$ cat config.mk
export PLATFORM = sky130hd
export DESIGN_NAME = calib_sentence_parser_flat
export DESIGN_NICKNAME = d
export VERILOG_FILES = /design/src/sv/cspar_pkg.sv /design/src/sv/cspar_in_if.sv /design/src/sv/cspar_out_if.sv /design/src/sv/cspar_hdr_match.sv /design/src/sv/cspar_field_take.sv /design/src/sv/calib_sentence_parser.sv /design/src/flat_wrapper.sv
export VERILOG_INCLUDE_DIRS = /design/src /design/src/sv
export SDC_FILE = /design/constraint.sdc
export NUM_CORES = 1
export LEC_CHECK = 0
export ABC_AREA = 1
export BUFFER_PORTS_ARGS = -buffer_cell sky130_fd_sc_hd__buf_2
export CAP_MARGIN = 20
export CORE_ASPECT_RATIO = 0.9
export CORE_UTILIZATION = 25
export DETAILED_ROUTE_END_ITERATION = 6
export GPL_ROUTABILITY_DRIVEN = 0
export HOLD_SLACK_MARGIN = 0.06
export SLEW_MARGIN = 20
export SYNTH_ARGS = -nofsm -noshare
export SYNTH_HDL_FRONTEND = slang
export SYNTH_SLANG_ARGS = --single-unit
$ cat constraint.sdc
create_clock -name clk -period 4.4 [get_ports clk]
set_input_delay 0.44 -clock clk [delete_from_list [all_inputs] [get_ports clk]]
set_output_delay 0.44 -clock clk [all_outputs]
set_load 0.02 [all_outputs]
$ cat src/sv/calib_sentence_parser_defines.svh
// Assertion macros shared by the calibration sentence parser.
`ifndef CALIB_SENTENCE_PARSER_DEFINES_SVH
`define CALIB_SENTENCE_PARSER_DEFINES_SVH

// Same-cycle implication, sampled on clk, off during rst.
`define CSPAR_ASSERT_NOW(label, ante, cons, msg) \
  label: assert property (@(posedge clk) disable iff (rst) (ante) |-> (cons)) \
    else $error(msg);

// Next-cycle implication, sampled on clk, off during rst.
`define CSPAR_ASSERT_NEXT(label, ante, cons, msg) \
  label: assert property (@(posedge clk) disable iff (rst) (ante) |=> (cons)) \
    else $error(msg);

`endif

$ cat src/sv/cspar_pkg.sv
// Types, constants and helpers for the calibration sentence parser.
`default_nettype none
package cspar_pkg;

  localparam int MAX_FRACTION_DIGITS = 5;
  localparam int FRAC_W = 3;
  localparam int HDR_W = 3;
  localparam int VAL_W = 32;

  localparam logic [HDR_W-1:0] HDR_LEN = 3'd6;

  localparam logic [7:0] CH_DOLLAR = 8'h24;
  localparam logic [7:0] CH_C      = 8'h43;
  localparam logic [7:0] CH_A      = 8'h41;
  localparam logic [7:0] CH_L      = 8'h4C;
  localparam logic [7:0] CH_I      = 8'h49;
  localparam logic [7:0] CH_B      = 8'h42;
  localparam logic [7:0] CH_STAR   = 8'h2A;
  localparam logic [7:0] CH_COMMA  = 8'h2C;
  localparam logic [7:0] CH_MINUS  = 8'h2D;
  localparam logic [7:0] CH_POINT  = 8'h2E;
  localparam logic [7:0] CH_ZERO   = 8'h30;
  localparam logic [7:0] CH_NINE   = 8'h39;
  localparam logic [7:0] CH_SPACE  = 8'h20;
  localparam logic [7:0] CH_LOW_Z  = 8'h7A;

  localparam logic [1:0] FIELD_NONE  = 2'd0;
  localparam logic [1:0] FIELD_BUCK  = 2'd1;
  localparam logic [1:0] FIELD_BOOST = 2'd2;
  localparam logic [1:0] FIELD_REST  = 2'd3;

  typedef struct packed {
    logic              neg;
    logic              point;
    logic              illegal;
    logic              any_digit;
    logic [FRAC_W-1:0] frac;
    logic [VAL_W-1:0]  acc;
  } field_t;

  localparam field_t FIELD_CLEAR = '{neg: 1'b0, point: 1'b0, illegal: 1'b0,
                                     any_digit: 1'b0, frac: '0, acc: '0};

  typedef struct packed {
    logic [HDR_W-1:0] progress_next;
    logic             done;
  } hdr_status_t;

  function automatic logic [7:0] hdr_char(input logic [HDR_W-1:0] idx);
    logic [7:0] ch;
    unique case (idx)
      3'd0:    ch = CH_DOLLAR;
      3'd1:    ch = CH_C;
      3'd2:    ch = CH_A;
      3'd3:    ch = CH_L;
      3'd4:    ch = CH_I;
      3'd5:    ch = CH_B;
      default: ch = 8'h00;
    endcase
    return ch;
  endfunction

endpackage
`default_nettype wire

$ cat src/sv/cspar_in_if.sv
// Text byte channel: valid/ready handshake with one character payload.
`default_nettype none
interface cspar_in_if;
  logic       valid;
  logic       ready;
  logic [7:0] text_byte;

  modport source (output valid, output text_byte, input ready);
  modport sink (input valid, input text_byte, output ready);
endinterface
`default_nettype wire

$ cat src/sv/cspar_out_if.sv
// Result channel: valid/ready handshake with both offsets and update flags.
`default_nettype none
interface cspar_out_if;
  logic               valid;
  logic               ready;
  logic signed [31:0] buck_offset;
  logic signed [31:0] boost_offset;
  logic               buck_updated;
  logic               boost_updated;

  modport source (output valid, output buck_offset, output boost_offset,
                  output buck_updated, output boost_updated, input ready);
  modport sink (input valid, input buck_offset, input boost_offset,
                input buck_updated, input boost_updated, output ready);
endinterface
`default_nettype wire

$ cat src/sv/cspar_hdr_match.sv
// Header matcher: advances the $CALIB match count by one character.
`default_nettype none
module cspar_hdr_match (
  input  wire logic [cspar_pkg::HDR_W-1:0] progress,
  input  wire logic [7:0]                  text_byte,
  output cspar_pkg::hdr_status_t           status
);

  logic match;

  always_comb begin
    match = (progress < cspar_pkg::HDR_LEN) &&
            (text_byte == cspar_pkg::hdr_char(progress));
    if (match) begin
      status.progress_next = progress + 3'd1;
    end else if (text_byte == cspar_pkg::CH_DOLLAR) begin
      // restart on '$' as the first header character
      status.progress_next = 3'd1;
    end else begin
      status.progress_next = 3'd0;
    end
    status.done = (status.progress_next == cspar_pkg::HDR_LEN);
  end

endmodule
`default_nettype wire

$ cat src/sv/cspar_field_take.sv
// Field digit parser: folds one character into the open field.
`default_nettype none
module cspar_field_take (
  input  wire logic [7:0]        text_byte,
  input  wire cspar_pkg::field_t fld,
  output cspar_pkg::field_t      fld_next
);

  logic                             is_digit;
  logic [cspar_pkg::VAL_W-1:0]      digit;
  logic [cspar_pkg::VAL_W-1:0]      mac;

  always_comb begin
    is_digit = (text_byte >= cspar_pkg::CH_ZERO) && (text_byte <= cspar_pkg::CH_NINE);
    digit    = {{(cspar_pkg::VAL_W-4){1'b0}}, text_byte[3:0]};
    // times ten as shift-add, wraps mod 2^32
    mac      = (fld.acc << 3) + (fld.acc << 1) + digit;
    fld_next = fld;
    if (!fld.illegal) begin
      if (is_digit) begin
        if (!fld.point) begin
          fld_next.acc = mac;
        end else if (fld.frac <
                     cspar_pkg::FRAC_W'(cspar_pkg::MAX_FRACTION_DIGITS)) begin
          fld_next.acc  = mac;
          fld_next.frac = fld.frac + 3'd1;
        end
        fld_next.any_digit = 1'b1;
      end else if (text_byte == cspar_pkg::CH_POINT) begin
        if (fld.point) begin
          fld_next.illegal = 1'b1;
        end else begin
          fld_next.point     = 1'b1;
          fld_next.any_digit = 1'b1;
        end
      end else if (text_byte == cspar_pkg::CH_MINUS) begin
        // minus only in leading position
        if (!fld.neg && !fld.any_digit) begin
          fld_next.neg = 1'b1;
        end else begin
          fld_next.illegal = 1'b1;
        end
      end else begin
        fld_next.illegal = 1'b1;
      end
    end
  end

endmodule
`default_nettype wire

$ cat src/sv/calib_sentence_parser.sv
// A terminating byte is held in the input register (s1), and its sentence result is then
// written into the output register, from which it is offered.
// Throughput: one byte per cycle; the input register stalls only while a
// finished result waits in the output register and the next byte ends a sentence.
// Reset (rst, synchronous): header hunt restarts, both stored offsets clear to zero.
`default_nettype none
`include "calib_sentence_parser_defines.svh"
module calib_sentence_parser (
  input  wire logic    clk,
  input  wire logic    rst,
  cspar_in_if.sink     text,
  cspar_out_if.source  result
);

  // input register
  logic       s1_valid;
  logic [7:0] s1_byte;

  // parser state
  logic [cspar_pkg::HDR_W-1:0] hdr_progress, hdr_progress_next;
  logic                        in_body, in_body_next;
  logic [1:0]                  field_num, field_num_next;
  cspar_pkg::field_t           fld, fld_next, fld_take;
  logic [cspar_pkg::VAL_W-1:0] buck_store, buck_store_next;
  logic [cspar_pkg::VAL_W-1:0] boost_store, boost_store_next;

  // output register
  logic                        out_valid;
  logic [cspar_pkg::VAL_W-1:0] out_buck, out_boost;
  logic                        out_buck_upd, out_boost_upd;

  cspar_pkg::hdr_status_t      hdr_stat;
  logic                        is_term, in_field, term_illegal, emit, s1_go;
  logic [cspar_pkg::VAL_W-1:0] close_val;

  cspar_hdr_match u_hdr (
    .progress  (hdr_progress),
    .text_byte (s1_byte),
    .status    (hdr_stat)
  );

  cspar_field_take u_take (
    .text_byte (s1_byte),
    .fld       (fld),
    .fld_next  (fld_take)
  );

  always_comb begin
    is_term = (s1_byte == cspar_pkg::CH_STAR) || (s1_byte < cspar_pkg::CH_SPACE) ||
              (s1_byte > cspar_pkg::CH_LOW_Z);
    in_field = (field_num == cspar_pkg::FIELD_BUCK) ||
               (field_num == cspar_pkg::FIELD_BOOST);
    // control byte or byte above 'z' spoils an open field
    term_illegal = is_term && (s1_byte != cspar_pkg::CH_STAR) && in_field;
    if (fld.illegal || term_illegal) begin
      close_val = '0;
    end else if (fld.neg) begin
      close_val = '0 - fld.acc;
    end else begin
      close_val = fld.acc;
    end
    emit = in_body && is_term;
    s1_go = s1_valid && (!emit || !out_valid || result.ready);
  end

  always_comb begin
    hdr_progress_next = hdr_progress;
    in_body_next      = in_body;
    field_num_next    = field_num;
    fld_next          = fld;
    buck_store_next   = buck_store;
    boost_store_next  = boost_store;
    if (!in_body) begin
      hdr_progress_next = hdr_stat.progress_next;
      if (hdr_stat.done) begin
        hdr_progress_next = '0;
        in_body_next      = 1'b1;
        field_num_next    = cspar_pkg::FIELD_NONE;
        fld_next          = cspar_pkg::FIELD_CLEAR;
      end
    end else if (is_term) begin
      if (field_num == cspar_pkg::FIELD_BUCK) begin
        buck_store_next = close_val;
      end else if (field_num == cspar_pkg::FIELD_BOOST) begin
        boost_store_next = close_val;
      end
      fld_next          = cspar_pkg::FIELD_CLEAR;
      in_body_next      = 1'b0;
      hdr_progress_next = '0;
      field_num_next    = cspar_pkg::FIELD_NONE;
    end else if (s1_byte == cspar_pkg::CH_COMMA) begin
      // after the third comma, drop everything to the end
      if (field_num != cspar_pkg::FIELD_REST) begin
        if (field_num == cspar_pkg::FIELD_BUCK) begin
          buck_store_next = close_val;
        end else if (field_num == cspar_pkg::FIELD_BOOST) begin
          boost_store_next = close_val;
        end
        fld_next       = cspar_pkg::FIELD_CLEAR;
        field_num_next = field_num + 2'd1;
      end
    end else if (in_field) begin
      fld_next = fld_take;
    end
  end

  assign text.ready = !s1_valid || s1_go;

  always_ff @(posedge clk) begin
    if (rst) begin
      s1_valid <= 1'b0;
    end else if (text.valid && text.ready) begin
      s1_valid <= 1'b1;
    end else if (s1_go) begin
      s1_valid <= 1'b0;
    end
    if (text.valid && text.ready) begin
      s1_byte <= text.text_byte;
    end
  end

  always_ff @(posedge clk) begin
    if (rst) begin
      hdr_progress <= '0;
      in_body      <= 1'b0;
      field_num    <= cspar_pkg::FIELD_NONE;
      fld          <= cspar_pkg::FIELD_CLEAR;
      buck_store   <= '0;
      boost_store  <= '0;
    end else if (s1_go) begin
      hdr_progress <= hdr_progress_next;
      in_body      <= in_body_next;
      field_num    <= field_num_next;
      fld          <= fld_next;
      buck_store   <= buck_store_next;
      boost_store  <= boost_store_next;
    end
  end

  always_ff @(posedge clk) begin
    if (rst) begin
      out_valid <= 1'b0;
    end else if (s1_go && emit) begin
      out_valid <= 1'b1;
    end else if (result.ready) begin
      out_valid <= 1'b0;
    end
    if (s1_go && emit) begin
      out_buck      <= buck_store_next;
      out_boost     <= boost_store_next;
      out_buck_upd  <= (field_num != cspar_pkg::FIELD_NONE);
      out_boost_upd <= field_num[1];
    end
  end

  assign result.valid         = out_valid;
  assign result.buck_offset   = $signed(out_buck);
  assign result.boost_offset  = $signed(out_boost);
  assign result.buck_updated  = out_buck_upd;
  assign result.boost_updated = out_boost_upd;

  `CSPAR_ASSERT_NOW(a_ready_when_out_free, !out_valid, text.ready, "input stalled with free output")
  `CSPAR_ASSERT_NOW(a_flags_ordered, out_valid && out_boost_upd, out_buck_upd, "second field without first")
  `CSPAR_ASSERT_NOW(a_hdr_idle_in_body, in_body, hdr_progress == '0, "header count live in body")
  `CSPAR_ASSERT_NEXT(a_emit_leaves_body, s1_go && emit, !in_body && out_valid, "sentence end not taken")

endmodule
`default_nettype wire

$ cat src/flat_wrapper.sv
// flat-port wrapper written by rule: the top's interface ports become plain ports
module calib_sentence_parser_flat 
  (clk, rst, text_valid, text_text_byte, text_ready, result_valid, result_buck_offset, result_boost_offset, result_buck_updated, result_boost_updated, result_ready);
  cspar_in_if text_i ();
  cspar_out_if result_i ();
  input  wire logic clk;
  input  wire logic rst;
  input wire logic [$bits(text_i.valid)-1:0] text_valid;
  input wire logic [$bits(text_i.text_byte)-1:0] text_text_byte;
  output wire logic [$bits(text_i.ready)-1:0] text_ready;
  output wire logic [$bits(result_i.valid)-1:0] result_valid;
  output wire logic [$bits(result_i.buck_offset)-1:0] result_buck_offset;
  output wire logic [$bits(result_i.boost_offset)-1:0] result_boost_offset;
  output wire logic [$bits(result_i.buck_updated)-1:0] result_buck_updated;
  output wire logic [$bits(result_i.boost_updated)-1:0] result_boost_updated;
  input wire logic [$bits(result_i.ready)-1:0] result_ready;
  assign text_i.valid = text_valid;
  assign text_i.text_byte = text_text_byte;
  assign text_ready = text_i.ready;
  assign result_valid = result_i.valid;
  assign result_buck_offset = result_i.buck_offset;
  assign result_boost_offset = result_i.boost_offset;
  assign result_buck_updated = result_i.buck_updated;
  assign result_boost_updated = result_i.boost_updated;
  assign result_i.ready = result_ready;
  calib_sentence_parser u_core (.clk(clk), .rst(rst), .text(text_i), .result(result_i));
endmodule
### Yosys cells after proc, flatten, opt, wreduce, memory -nomap -nowiden

Cells that the tools add are included.

| word-level totals | value |
|---|---|
| bits in registers | 185 |
| input port bits | 12 |
| output and inout port bits | 68 |
| logic and storage cells | 151 |

| cells by class | value |
|---|---|
| $add $sub $neg | 6 |
| $lt $le $gt $ge | 6 |
| eq/ne operators | 33 |
| mux-type cells | 54 |
| reductions and logical operators | 34 |

Operators by type and width:

| operator | count |
|---|---|
| two-way mux 32 bit | 14 |
| two-way mux 39 bit | 7 |
| two-way mux 35 bit | 2 |
| != test 4 bit, second input constant | 11 |
| case mux 7 bit (6 select lines) | 1 |
| == test 8 x 6 -> 1 bit, second input constant | 5 |
| adder 32 bit | 1 |
| adder 32 x 4 -> 32 bit | 1 |
| subtractor 1 x 32 -> 32 bit, first input constant | 1 |
| AND reduction 7 bit | 3 |
| two-way mux 1 bit | 19 |
| two-way mux 3 bit | 6 |
| != test 5 bit, second input constant | 3 |
| two-way mux 2 bit | 5 |
| == test 3 bit, second input constant | 3 |
| logical AND 1 bit | 9 |
| AND reduction 9 bit | 1 |
| == test 8 bit | 1 |
| greater-or-equal comparator 8 x 6 -> 1 bit, second input constant | 1 |
| > comparator 8 x 7 -> 1 bit, second input constant | 1 |
| <= comparator 8 x 6 -> 1 bit, second input constant | 1 |
| less-than comparator 8 x 6 -> 1 bit, second input constant | 1 |
| != test 8 x 6 -> 1 bit, second input constant | 1 |
| AND reduction 4 bit | 2 |
| 15 further kinds | 33 |

### Depth between registers and ports, before layout

Gate-level depths: netlist (run 1).

| logic depth | value |
|---|---|
| depth after elaboration | 13 |
| mapped depth | 18 |
| mapped depth without buffers | 18 |

### By module

From an unflattened synthesis (run 1), not the netlist that was laid out.

| second synthesis, totals | value |
|---|---|
| cell total of the unflattened synthesis | 1879 |
| area total of the unflattened synthesis | 12383.1 sq um |

Modules (own cells, without submodules):

| module | times used | cells each | area an instance (sq um) | seq. area each (sq um) |
|---|---|---|---|---|
| calib_sentence_parser | 1 | 1211 | 8864.8 | 4444.3 |
| cspar_field_take | 1 | 594 | 3143.0 | 0.0 |
| cspar_hdr_match | 1 | 74 | 375.4 | 0.0 |

### Least setup slack after synthesis (run 1)

OpenSTA, ideal clock, no wires.

| path | value |
|---|---|
| kind | reg-to-reg |
| start point | register u_core.s1_byte[1] |
| end point | register u_core.out_boost, in the netlist u_core.result.boost_offset[0] (enable) |
| setup time | 0.421 ns |
| data arrival time | 2.686 ns |
| required time | 3.979 ns |
| path slack | 1.293 ns |
| stages on the path, launching flop included | 13 |
| buffers on the path | 1 |
| clock period less this slack | 3.107 ns |
| path through | edfxtp_1 -> inv_2 -> nor2_1 -> nand2_1 -> nor2_2 -> nor2_2 -> nand2_4 -> nand3b_1 -> nand2_1 -> inv_2 -> buf_2 -> nand2_1 -> inv_1 |

| on the way | value |
|---|---|
| word-level cells in the longest chain between the ends | 9 |
| elaborated cells on any way between the ends | 11 |
| those cells by class | 2 x order compare; 1 x eq/ne; 8 x reduce/logical |

RTL lines:

| element | RTL line | text |
|---|---|---|
| start, declared | calib_sentence_parser.sv:17 | `logic [7:0] s1_byte;` |
| start signal, assigned | calib_sentence_parser.sv:118 | `s1_byte <= text.text_byte;` |
| less-than comparator 8 x 6 -> 1 bit or == test 8 x 6 -> 1 bit (tied branches) | calib_sentence_parser.sv:49 | `is_term = (s1_byte == cspar_pkg::CH_STAR) \|\| (s1_byte < cspar_pkg::CH_SPACE) \|\|` |
| logical OR 1 bit | calib_sentence_parser.sv:49 |  |
| logical OR 1 bit (*) | calib_sentence_parser.sv:49 |  |
| logical AND 1 bit (*) | calib_sentence_parser.sv:62 | `emit = in_body && is_term;` |
| zero test 1 bit | calib_sentence_parser.sv:63 | `s1_go = s1_valid && (!emit \|\| !out_valid \|\| result.ready);` |
| logical OR 1 bit (2 in series) | calib_sentence_parser.sv:63 |  |
| logical AND 1 bit | calib_sentence_parser.sv:63 |  |
| logical AND 1 bit (*) | calib_sentence_parser.sv:148 | `if (s1_go && emit) begin` |
| end signal, assigned | calib_sentence_parser.sv:150 | `out_boost <= boost_store_next;` |
| end, declared | calib_sentence_parser.sv:29 | `logic [cspar_pkg::VAL_W-1:0] out_buck, out_boost;` |

Mark *: on every way between the ends. The rest lies on a longest branch, timed or not.
A chain may end at the register's enable or synchronous reset.

### Worst setup path in the final report (run 1)

| path | value |
|---|---|
| start point | register u_core.s1_byte[1] |
| end point | register, netlist name u_core.fld[10] |

| on the way | value |
|---|---|
| word-level cells in the longest chain between the ends | 9 |
| elaborated cells on any way between the ends | 36 |
| those cells by class | 1 x add/sub; 4 x order compare; 10 x eq/ne; 10 x mux; 11 x reduce/logical |

RTL lines:

| element | RTL line | text |
|---|---|---|
| adder 32 x 4 -> 32 bit (tied with other cells) | cspar_field_take.sv:17 | `mac = (fld.acc << 3) + (fld.acc << 1) + digit;` |
| two-way mux 35 bit or logical OR 1 bit (tied branches) | cspar_field_take.sv:23, calib_sentence_parser.sv:49 |  |
| two-way mux 32 bit or logical OR 1 bit (tied branches) | cspar_field_take.sv:21, calib_sentence_parser.sv:49 |  |
| two-way mux 35 bit or logical AND 1 bit (tied branches) | cspar_field_take.sv:20, calib_sentence_parser.sv:62 |  |
| two-way mux 39 bit or zero test 1 bit (tied branches) | cspar_field_take.sv:19, calib_sentence_parser.sv:63 |  |
| two-way mux 39 bit or logical OR 1 bit (tied branches) | calib_sentence_parser.sv:102, calib_sentence_parser.sv:63 |  |
| two-way mux 39 bit or logical OR 1 bit (tied branches) | calib_sentence_parser.sv:91, calib_sentence_parser.sv:63 |  |
| two-way mux 39 bit or logical AND 1 bit (tied branches) | calib_sentence_parser.sv:81, calib_sentence_parser.sv:63 |  |
| two-way mux 39 bit or AND reduction 7 bit (tied branches) | -- |  |

Several ways; a longest one is shown, not always the timed one. The select of a mux whose other input is x is not followed.

==> results.yml, run 1 <==
drt:
  via_per_inst: 4.65
  ant_nets: 0
  drt-initial-drc-count: 925
  drc_errors: 0
  m1WireLength_um: 16200
  wirelength_um: 32700
  wl_per_cell_um: 13.8
  vias: 11000
  first_pass_iters: 5
  met3WireLength_um: 1890
  wl_met2_um: 14400
  highest_layer: "met4"
critical_path:
  critPathLaunch: "u_core.s1_byte[1]"
  r2r_slack_ns: 0.95
  crit_fanout: 39
  endpoint: "u_core.fld[10]"
  cp.arrival_ns: 3.75
  cp-start-kind: "flop"
  endpoint_kind: "flop"
  required_ns: 4.71
  crit_top_cell: "nand2_1"
  critPathKind: "reg2reg"
  worstReg2RegStart: "u_core.s1_byte[1]"
  rr_endpoint: "u_core.fld[10]"
  max_stage_delay_ns: 0.50
  crit_chain: "inv_2 -> nor2_1 -> nand2_1 -> nor2_2 -> nor2_2 -> nand2_4 -> nand3b_1 -> nand2_1 -> buf_4 -> inv_2 -> nand2_1 -> nor2_2 -> nand3_4 -> clkinv_2 -> nand2_1 -> a21oi_1"
  slowest_stage: "clkinv_2"
  reg2reg_depth: 16
yosys:
  syn_inst: 1692
  ys_seq_elements: 185
  yosysTopAreaCell: "dfxtp_1"
  synth_edf_count: 74
  avgSynthCellArea_um2: 7.00
  ys_types: 45
  synth_nets: 1775
  async_flop_share_pct: 0
  synth_ff_type: "dfxtp_1"
  synth_area_leaders: "dfxtp_1 19%, edfxtp_1 19%, nand2_1 14%"
  ys_warn_count: 0
  ys_seq_area_share_pct: 37.5
  ys_top_cells_by_count: "455 x nand2_1, 253 x inv_1, 132 x nor2_1, 125 x a21oi_1, 111 x dfxtp_1"
  yosysMostFrequentCell: "nand2_1"
  synthDominantCellAreaShare_pct: 18.8
  netlist_area_um2: 11800
clock_network:
  cts.reportedPaths.clkPinSlew_ns: 0.07
  clk_latency_ns: 0.45
  htreeDepth: 4
  cts_tree: "done"
  root_buffer: "clkbuf_16"
  clkSinkCount: 185
  ctsLongestPathBuffers: 2
  holdBufCountCts: 0
  cts_buffers: 17
  post_cts_resized: 0
  post_cts_buffers: 0
power_and_ir_drop:
  power_density_nw_per_um2: 268
  p_sw_share_pct: 24.8
  internal_power_mw: 2.69
  pwr-share-seq_pct: 51.5
  comb_power_share_pct: 5.7
  p_sw_mw: 0.888
  peakVddDrop_v: 0.000232
  leakage_nw: 6.49
  clkPwrFrac_pct: 42.8
die:
  die_h_um: 208
  start_util_pct: 25.4
  io_pins: 80
  coreArea_um2: 46600
  rows: 75
  die-area_um2: 48200
  dieWidth_um: 231
timing:
  timing.final.crit_share_pct: 78.3
  slew_headroom_pct: 27.5
  setup_viol: 0
  rsz0062_at_grt: "no"
  skew_ns: 0.0123
  period_needed_ns: 3.45
  hold_violations: 0
  worst_slew_pin_slew_ns: 1.08
  finalSetupTns_ns: 0
  fmax_mhz: 290
  slew_violations: 0
global_routing:
  grt_usage_pct: 13.8
  gr-total-overflow: 0
  grt_max_degree: 94
  antenna_found_initial: 0
  grt_pass1_vias: 10200
  grt_pass1_wl_um: 53500
place:
  dp_hpwl_um: 24500
  portBuffers: 79
  placed_cell_area_um2: 12800
worst_hold_path:
  hp-class: "in2reg"
cells_and_area:
  n_fill_cell: 5040
  final_area_um2: 13400
  final_nets: 1821
  antennaDiodeCount: 0
  area_growth_pct: 12.9
  drive_gt1_share_pct: 11.0
job:
  drv_cap: 0
outcome:
  status: "completed"
registers in the layout (all words and copies together) (netlist names), 2 cells and up:
signal,count
u_core.boost_store,32
u_core.result.boost_offset,32
u_core.s1_byte,8
u_core.result.buck_offset,32
u_core.fld,39
u_core.buck_store,32
u_core.field_num,2
u_core.hdr_progress,3
cell usage in the layout (no fill, tap or decap), types with 3 or more instances in the layout:
cell         n
o21ai_0     85
inv_8        4
clkbuf_16   17
nand2_2      5
nand3_1     89
xor2_1      22
nor4_1       6
nand4_1     37
nand2_1    455
inv_1      251
buf_2       79
dfxtp_1    111
nand3b_1     5
inv_2       10
buf_4        8
nor2_1     132
or2_2       41
nor3_1      35
xnor2_1      5
edfxtp_1    74
o21bai_1     4
ha_1        69
o21ai_1     31
nor2_2       4
a31oi_1      4
o211ai_1     6
inv_6        3
a21oi_1    125
nor2_4       4
worst max-delay path, delay by kind of cell, from the launching register on:
kind | cells | cell delay (ns)
simple gates | 11 | 1.75
compound gates | 1 | 0.08
flops | 1 | 0.42
buf+inv | 4 | 1.00
kinds of logic (layout without fill, tap and decap cells):
family	after synthesis	after routing	share of synthesized area [%]
flops	185	185	37.5
fa+ha+maj	71	71	7.63
simple gates	823	823	30.4
buf+inv	324	383	10.9
compound gates	262	262	11.6
xor+xnor	27	27	2.00
power groups by stage:
stage / Combinational (mW) / Sequential, mW / Clock (mW)
after floorplan: 0.158 / 1.88 / 0
after global placement: 0.197 / 1.88 / 0
after detailed placement: 0.203 / 1.88 / 0
after CTS: 0.204 / 1.84 / 1.57
after global routing: 0.234 / 1.85 / 1.63
final: 0.205 / 1.84 / 1.53
routing by layer:
metal | global-route usage, % | up-vias
li1 | - | 5541
met1 | 20.1 | 5129
met2 | 21.2 | 304
met3 | 2.00 | 31
met4 | 3.15 | 0
met5 | 0 | -
cell type report:
cell class | count | area, µm² | share of cell area [%]
well taps | 616 | 771 | 5.77
clock inverters | 15 | 156 | 1.17
flip-flops and latches | 185 | 4440 | 33.2
inverters | 263 | 988 | 7.39
repair buffers | 88 | 475 | 3.56
multi-input cells | 1183 | 6110 | 45.7
clock buffers | 17 | 425 | 3.18
worst min path at each step:
stage / slack [ns] / to / start / cells past startpoint
after detailed placement: 0.46 / u_core.fld[35] / u_core.fld[35] / 2
after global routing: 0.14 / u_core.s1_byte[6] / text_text_byte[6] / 1
after global placement: 0.46 / u_core.fld[35] / u_core.fld[35] / 2
after CTS: 0.13 / u_core.s1_byte[1] / text_text_byte[1] / 1
after floorplan: 0.43 / u_core.fld[35] / u_core.fld[35] / 2
final: 0.16 / u_core.s1_byte[1] / text_text_byte[1] / 1
stage by stage:
step / std cells / hold slack (ns) / util [%] / setup slack (ns) / power [mW]
floorplan: 1692 / 0.431 / - / 1.29 / 2.03
finish: 2367 / 0.157 / 28.7 / 0.953 / 3.58
CTS: 2367 / 0.133 / 28.7 / 0.969 / 3.61
global placement: 2335 / 0.462 / 27.4 / 1.11 / 2.08
detailed placement: 2335 / 0.462 / 27.4 / 0.994 / 2.09
global route: 2367 / 0.140 / 28.7 / 0.643 / 3.71
No activity file was read; power rests on OpenSTA's default activity.
==> inputs of run 2 (changes only) <==
Settings changed: ABC_AREA 1 to 0.
Clock period 4.4 ns to 3 ns, I/O delays scaled along.
==> run 2 against run 1 <==
Against the previous run:
- first-iteration DRC count decreased by 65%
- setup slack got worse by 0.80 ns
- non-clock buffer count increased by 66
- critical path depth decreased by 3
- cell area decreased by 5.9%
==> results.yml, run 2 <==
worst_hold_path:
  hp-class: "in2reg"
  min_path_cells: 1
global_routing:
  gr-total-overflow: 0
  grt_pass1_wl_um: 41700
  grt_pass1_vias: 7963
  antenna_found_initial: 1
  grt_usage_pct: 12.1
  grt_max_degree: 66
yosys:
  netlist_area_um2: 10400
  synth_area_leaders: "dfxtp_1 21%, edfxtp_1 21%, ha_1 8.3%"
  synth_edf_count: 74
  yosysTopAreaCell: "dfxtp_1"
  avgSynthCellArea_um2: 9.28
  ys_seq_area_share_pct: 42.7
  yosysMostFrequentCell: "nand2_1"
  synthDominantCellAreaShare_pct: 21.3
  ys_top_cells_by_count: "188 x nand2_1, 111 x dfxtp_1, 105 x nor2_1, 74 x edfxtp_1, 69 x ha_1"
  ys_warn_count: 0
  synth_ff_type: "dfxtp_1"
  synth_nets: 1205
  async_flop_share_pct: 0
  ys_seq_elements: 185
  syn_inst: 1122
  ys_types: 84
timing:
  hold_violations: 0
  slew_violations: 0
  fmax_mhz: 351
  setup_viol: 0
  worst_slack_ns: 0.148
  holdWs_ns: 0.0817
  period_needed_ns: 2.85
  rsz0062_at_grt: "yes"
  skew_ns: 0.0263
  worst_slew_pin_slew_ns: 0.945
  timing.final.crit_share_pct: 95.1
  slew_headroom_pct: 36.9
drt:
  vias: 8399
  wl_per_cell_um: 14.3
  first_pass_iters: 5
  wirelength_um: 25600
  drt-initial-drc-count: 327
  drc_errors: 0
  ant_nets: 0
  via_per_inst: 4.69
critical_path:
  reg2reg_depth: 13
  crit_cells: 13
  critPathKind: "reg2reg"
  crit_buf_inv: 3
  crit_chain: "inv_2 -> fa_2 -> inv_2 -> ha_4 -> a211oi_2 -> o211ai_1 -> nand4b_1 -> buf_4 -> a31oi_4 -> o22ai_4 -> o21ai_2 -> or2_0 -> a32o_1"
  crit_family: "compound AO/OA/AOI/OAI gates"
  crit_fanout: 3
  slowest_stage: "fa_2"
  cp.arrival_ns: 3.20
  crit_top_cell: "inv_2"
  max_stage_delay_ns: 0.60
  endpoint_kind: "flop"
  cp-start-kind: "flop"
  required_ns: 3.35
clock_network:
  cts_tree: "done"
  clk_latency_ns: 0.45
  htreeDepth: 4
  cts.reportedPaths.clkPinSlew_ns: 0.07
  root_buffer: "clkbuf_16"
  clkSinkCount: 185
  cts_buffers: 17
  ctsLongestPathBuffers: 2
die:
  start_util_pct: 25.5
  coreArea_um2: 40800
  rows: 70
  die-area_um2: 42500
  io_pins: 80
  dieWidth_um: 217
  die_h_um: 196
power_and_ir_drop:
  power_mw: 5.17
  peakVddDrop_v: 0.000298
  leakage_nw: 5.27
  power_density_nw_per_um2: 411
place:
  portBuffers: 79
  dp.cells: 1750
  dp_slack_ns: -0.0651
  dp_hpwl_um: 19400
cells_and_area:
  drive_gt1_share_pct: 20.4
  antennaDiodeCount: 0
  largest_register: "u_core.fld"
  final_common_cell: "nand2_1"
  final_cell_mix: "188 x nand2_1, 111 x dfxtp_1, 104 x nor2_1"
  area_growth_pct: 20.8
  instances_no_fill: 1790
  final_nets: 1321
  utilization_pct: 30.8
  largest_reg_flops: 39
  n_fill_cell: 4239
job:
  drv_cap: 0
outcome:
  status: "completed"
## run 2: worst register-to-register path, delay by kind of cell (launching register included)
kind	cells	cell delay, ns
AOI/OAI and AO/OA	6	1.00
adders and majority gates	2	0.81
DFF	1	0.36
and+or+nand+nor	2	0.35
buffers and inverters	3	0.23
## run 2: through the flow
step	setup TNS [ns]	area, µm²
global route	-0.117	12600
global placement	0	11800
floorplan	0	10400
finish	0	12600
CTS	0	12500
detailed placement	-0.216	11800
## run 2: path summary, 6_finish.rpt
kind                          from                    end  slack, ns
max              u_core.s1_byte[3]         u_core.fld[27]       0.15
min              text_text_byte[3]      u_core.s1_byte[3]       0.08
max reg2reg      u_core.s1_byte[3]         u_core.fld[27]       0.15
min reg2reg  u_core.boost_store[6]  u_core.boost_store[6]       0.45
## run 2: cell type report
type / count / area [µm²] / share of cell area, %
well taps: 540 / 676 / 5.37
flip-flops and latches: 185 / 4440 / 35.3
inverters: 25 / 93.8 / 0.746
clock inverters: 14 / 170 / 1.35
multi-input cells: 855 / 5740 / 45.6
clock buffers: 17 / 425 / 3.38
repair buffers: 154 / 1030 / 8.18
## run 2: routing by layer
layer  share of wire [%]  GRT usage [%]  wire length (µm)  vias up
met4                 1.3           3.73               344        2
met1                  50           16.7             12700     4009
met2                  46           19.3             11900      110
met3                 2.4           1.73               626       21
met5               0.047              0                12        -
li1                    -              -                 -     4257
## run 2: cells by family after synthesis
family | synth area share (%)
XOR/XNOR | 4.63
multiplexers | 3.18
AND/OR/NAND/NOR | 19.5
flip-flops | 42.7
adder cells (fa/ha/maj) | 8.68
AO/OA/AOI/OAI | 17.8
buffers and inverters | 3.47
## run 2: power breakdown
group          internal, mW  total, mW  leakage, nW  switching [mW]
combinational        0.0854      0.210         3.30           0.125
clock                  1.31       2.31        0.290           0.996
sequential             2.63       2.65         1.68          0.0211
## run 2: timing repair
item / in CTS / in global routing
endpoints found under the setup margin: 6 / 34
gates resized for setup: 3 / 23
cloned: 0 / 0
hold endpoints to repair: 7 / 0
hold buffers: 7 / 0
setup buffers: 0 / 2
pin swaps: 0 / 11
==> inputs of run 3 (changes only) <==
Clock period 3 ns to 2.5 ns, I/O delays scaled along.
==> run 3 against run 2 <==
Against the previous run:
- the flow now finishes with violations (setup timing)
- clock skew down 0.019 ns
- total power up 24%
- non-clock buffer count up 213
- die area unchanged
- sequential share of layout area down 8.3 points
- global-route usage up 2.6 points
- hold slack better by 0.00085 ns
- cell area up 31%
- combinational power up 110%
- flip-flop and latch count unchanged
==> results.yml, run 3 (same netlist as run 2, synthesis figures left out) <==
critical_path:
  crit_fanout: 6
  crit_chain: "inv_2 -> fa_1 -> buf_4 -> fa_2 -> nor2b_4 -> o31ai_4 -> a21oi_2 -> a31oi_4 -> o221a_4 -> nor2_4 -> mux2_4 -> nand2_2"
  endpoint: "u_core.fld[30]"
  endpoint_kind: "flop"
  required_ns: 2.89
  max_stage_delay_ns: 0.44
  crit_cells: 12
  cp.arrival_ns: 3.22
  crit_buf_inv: 2
  crit_family: "adder cells"
  r2r_slack_ns: -0.34
  rr_endpoint: "u_core.fld[30]"
  critPathKind: "reg2reg"
  slowest_stage: "fa_1"
  critPathLaunch: "u_core.s1_byte[3]"
  cp-start-kind: "flop"
  worstReg2RegStart: "u_core.s1_byte[3]"
  reg2reg_depth: 12
cells_and_area:
  antennaDiodeCount: 0
  final_area_um2: 16500
  drive_gt1_share_pct: 48.9
  instances_no_fill: 2008
  area_growth_pct: 58.8
  largest_reg_flops: 39
  regArea_um2: 4460
  final_common_cell: "buf_4"
  multiInputGateArea_um2: 7320
  largest_register: "u_core.fld"
  final_nets: 1538
  n_fill_cell: 3795
  final_cell_mix: "185 x buf_4, 109 x nand2_1, 102 x dfxtp_1"
  utilization_pct: 40.5
die:
  start_util_pct: 25.5
  io_pins: 80
  die_h_um: 196
  rows: 70
  dieWidth_um: 217
  coreArea_um2: 40800
  die-area_um2: 42500
drt:
  wl_per_cell_um: 16.8
  vias: 9774
  drt-initial-drc-count: 693
  first_pass_iters: 5
  wirelength_um: 33700
  via_per_inst: 4.87
  ant_nets: 0
  drc_errors: 0
clock_network:
  cts_tree: "done"
  cts_buffers: 17
  htreeDepth: 4
  cts.reportedPaths.clkPinSlew_ns: 0.07
  root_buffer: "clkbuf_16"
  ctsLongestPathBuffers: 2
  clkSinkCount: 185
  clk_latency_ns: 0.44
timing:
  worst_slew_pin_slew_ns: 0.890
  worst_slack_ns: -0.336
  fmax_mhz: 353
  rsz0062_at_grt: "yes"
  hold_violations: 0
  slew_violations: 0
  skew_ns: 0.00714
  slew_headroom_pct: 40.6
  timing.final.crit_share_pct: 113
  setup_viol: 221
  period_needed_ns: 2.84
outcome:
  violations: "setup timing"
  status: "finished with violations"
global_routing:
  grt_pass1_vias: 9281
  antenna_found_initial: 0
  grt_max_degree: 49
  grt_usage_pct: 14.7
  gr-total-overflow: 0
  grt_pass1_wl_um: 49100
place:
  dp.cells: 1877
  portBuffers: 79
  placed_cell_area_um2: 13000
  dp_hpwl_um: 20700
power_and_ir_drop:
  leakage_nw: 6.99
  power_density_nw_per_um2: 388
  peakVddDrop_v: 0.000371
job:
  drv_cap: 0
worst_hold_path:
  hp-class: "in2reg"
[run 3: cell types whose count changed in the layout (fill, tap and decap cells not counted), sizes merged]
cell / before / now
buf: 147 / 350
clkinv: 4 / 3
nor3: 21 / 22
clkbuf: 17 / 29
inv: 30 / 28
clkinvlp: 2 / 3
dlygate4sd3: 7 / 8
nor2: 108 / 111
[run 3: how the worst min path moves through the flow]
stage | startpoint | to | slack, ns | depth (start not counted)
global route | text_valid | u_core.s1_valid | 0.12 | 3
CTS | text_valid | u_core.s1_valid | 0.07 | 3
global placement | text_text_byte[5] | u_core.s1_byte[5] | 0.44 | 1
floorplan | text_text_byte[0] | u_core.s1_byte[0] | 0.35 | 0
detailed placement | text_text_byte[6] | u_core.s1_byte[6] | 0.44 | 1
finish | text_valid | u_core.s1_valid | 0.08 | 3
[run 3: power by group]
| part | switching, mW | internal [mW] | total, mW |
|---|---|---|---|
| combinational | 0.224 | 0.215 | 0.439 |
| clock | 1.21 | 1.59 | 2.80 |
| sequential | 0.0293 | 3.15 | 3.18 |
| total | 1.46 | 4.95 | 6.42 |
[run 3: worst min-delay path, stage by stage]
cell and delay, ns:
buf_2 0.08, inv_1 0.05, a21oi_1 0.11
[run 3: repair_timing]
item	4_1_cts	5_1_grt
endpoints found under the hold margin	8	0
buffers inserted	33	49
hold buffers	8	0
gates resized for setup	176	282
cloned	12	10
pin swaps	88	116
setup endpoints to repair	210	239
[run 3: final cells by class]
class | instances | share of cell area [%]
Multi-Input combinational cell | 859 | 44.3
Sequential cell | 185 | 27.0
Timing Repair Buffer | 367 | 20.5
Tap cell | 540 | 4.09
Clock buffer | 20 | 2.64
Clock inverter | 12 | 0.999
Inverter | 25 | 0.568
[run 3: layer usage]
layer | routed length [µm] | GRT usage, % | vias up | part of all wire [%]
met2 | 17600 | 25.9 | 226 | 52
met4 | 1050 | 5.32 | 0 | 3.1
met1 | 14000 | 17.6 | 4784 | 42
li1 | - | - | 4703 | -
met3 | 1120 | 2.71 | 61 | 3.3
met5 | 0 | 0 | - | 0
[run 3: per-stage QoR]
step / hold WS, ns / setup slack [ns] / TNS, ns / power [mW]
after global routing: 0.123 / -0.476 / -50.36 / 6.60
after floorplan: 0.349 / -0.264 / -19.56 / 3.41
after detailed placement: 0.436 / -0.564 / -24.15 / 3.52
after CTS: 0.0732 / -0.287 / -11.37 / 6.33
after global placement: 0.436 / -0.477 / -16.50 / 3.51
final: 0.0825 / -0.336 / -29.58 / 6.42
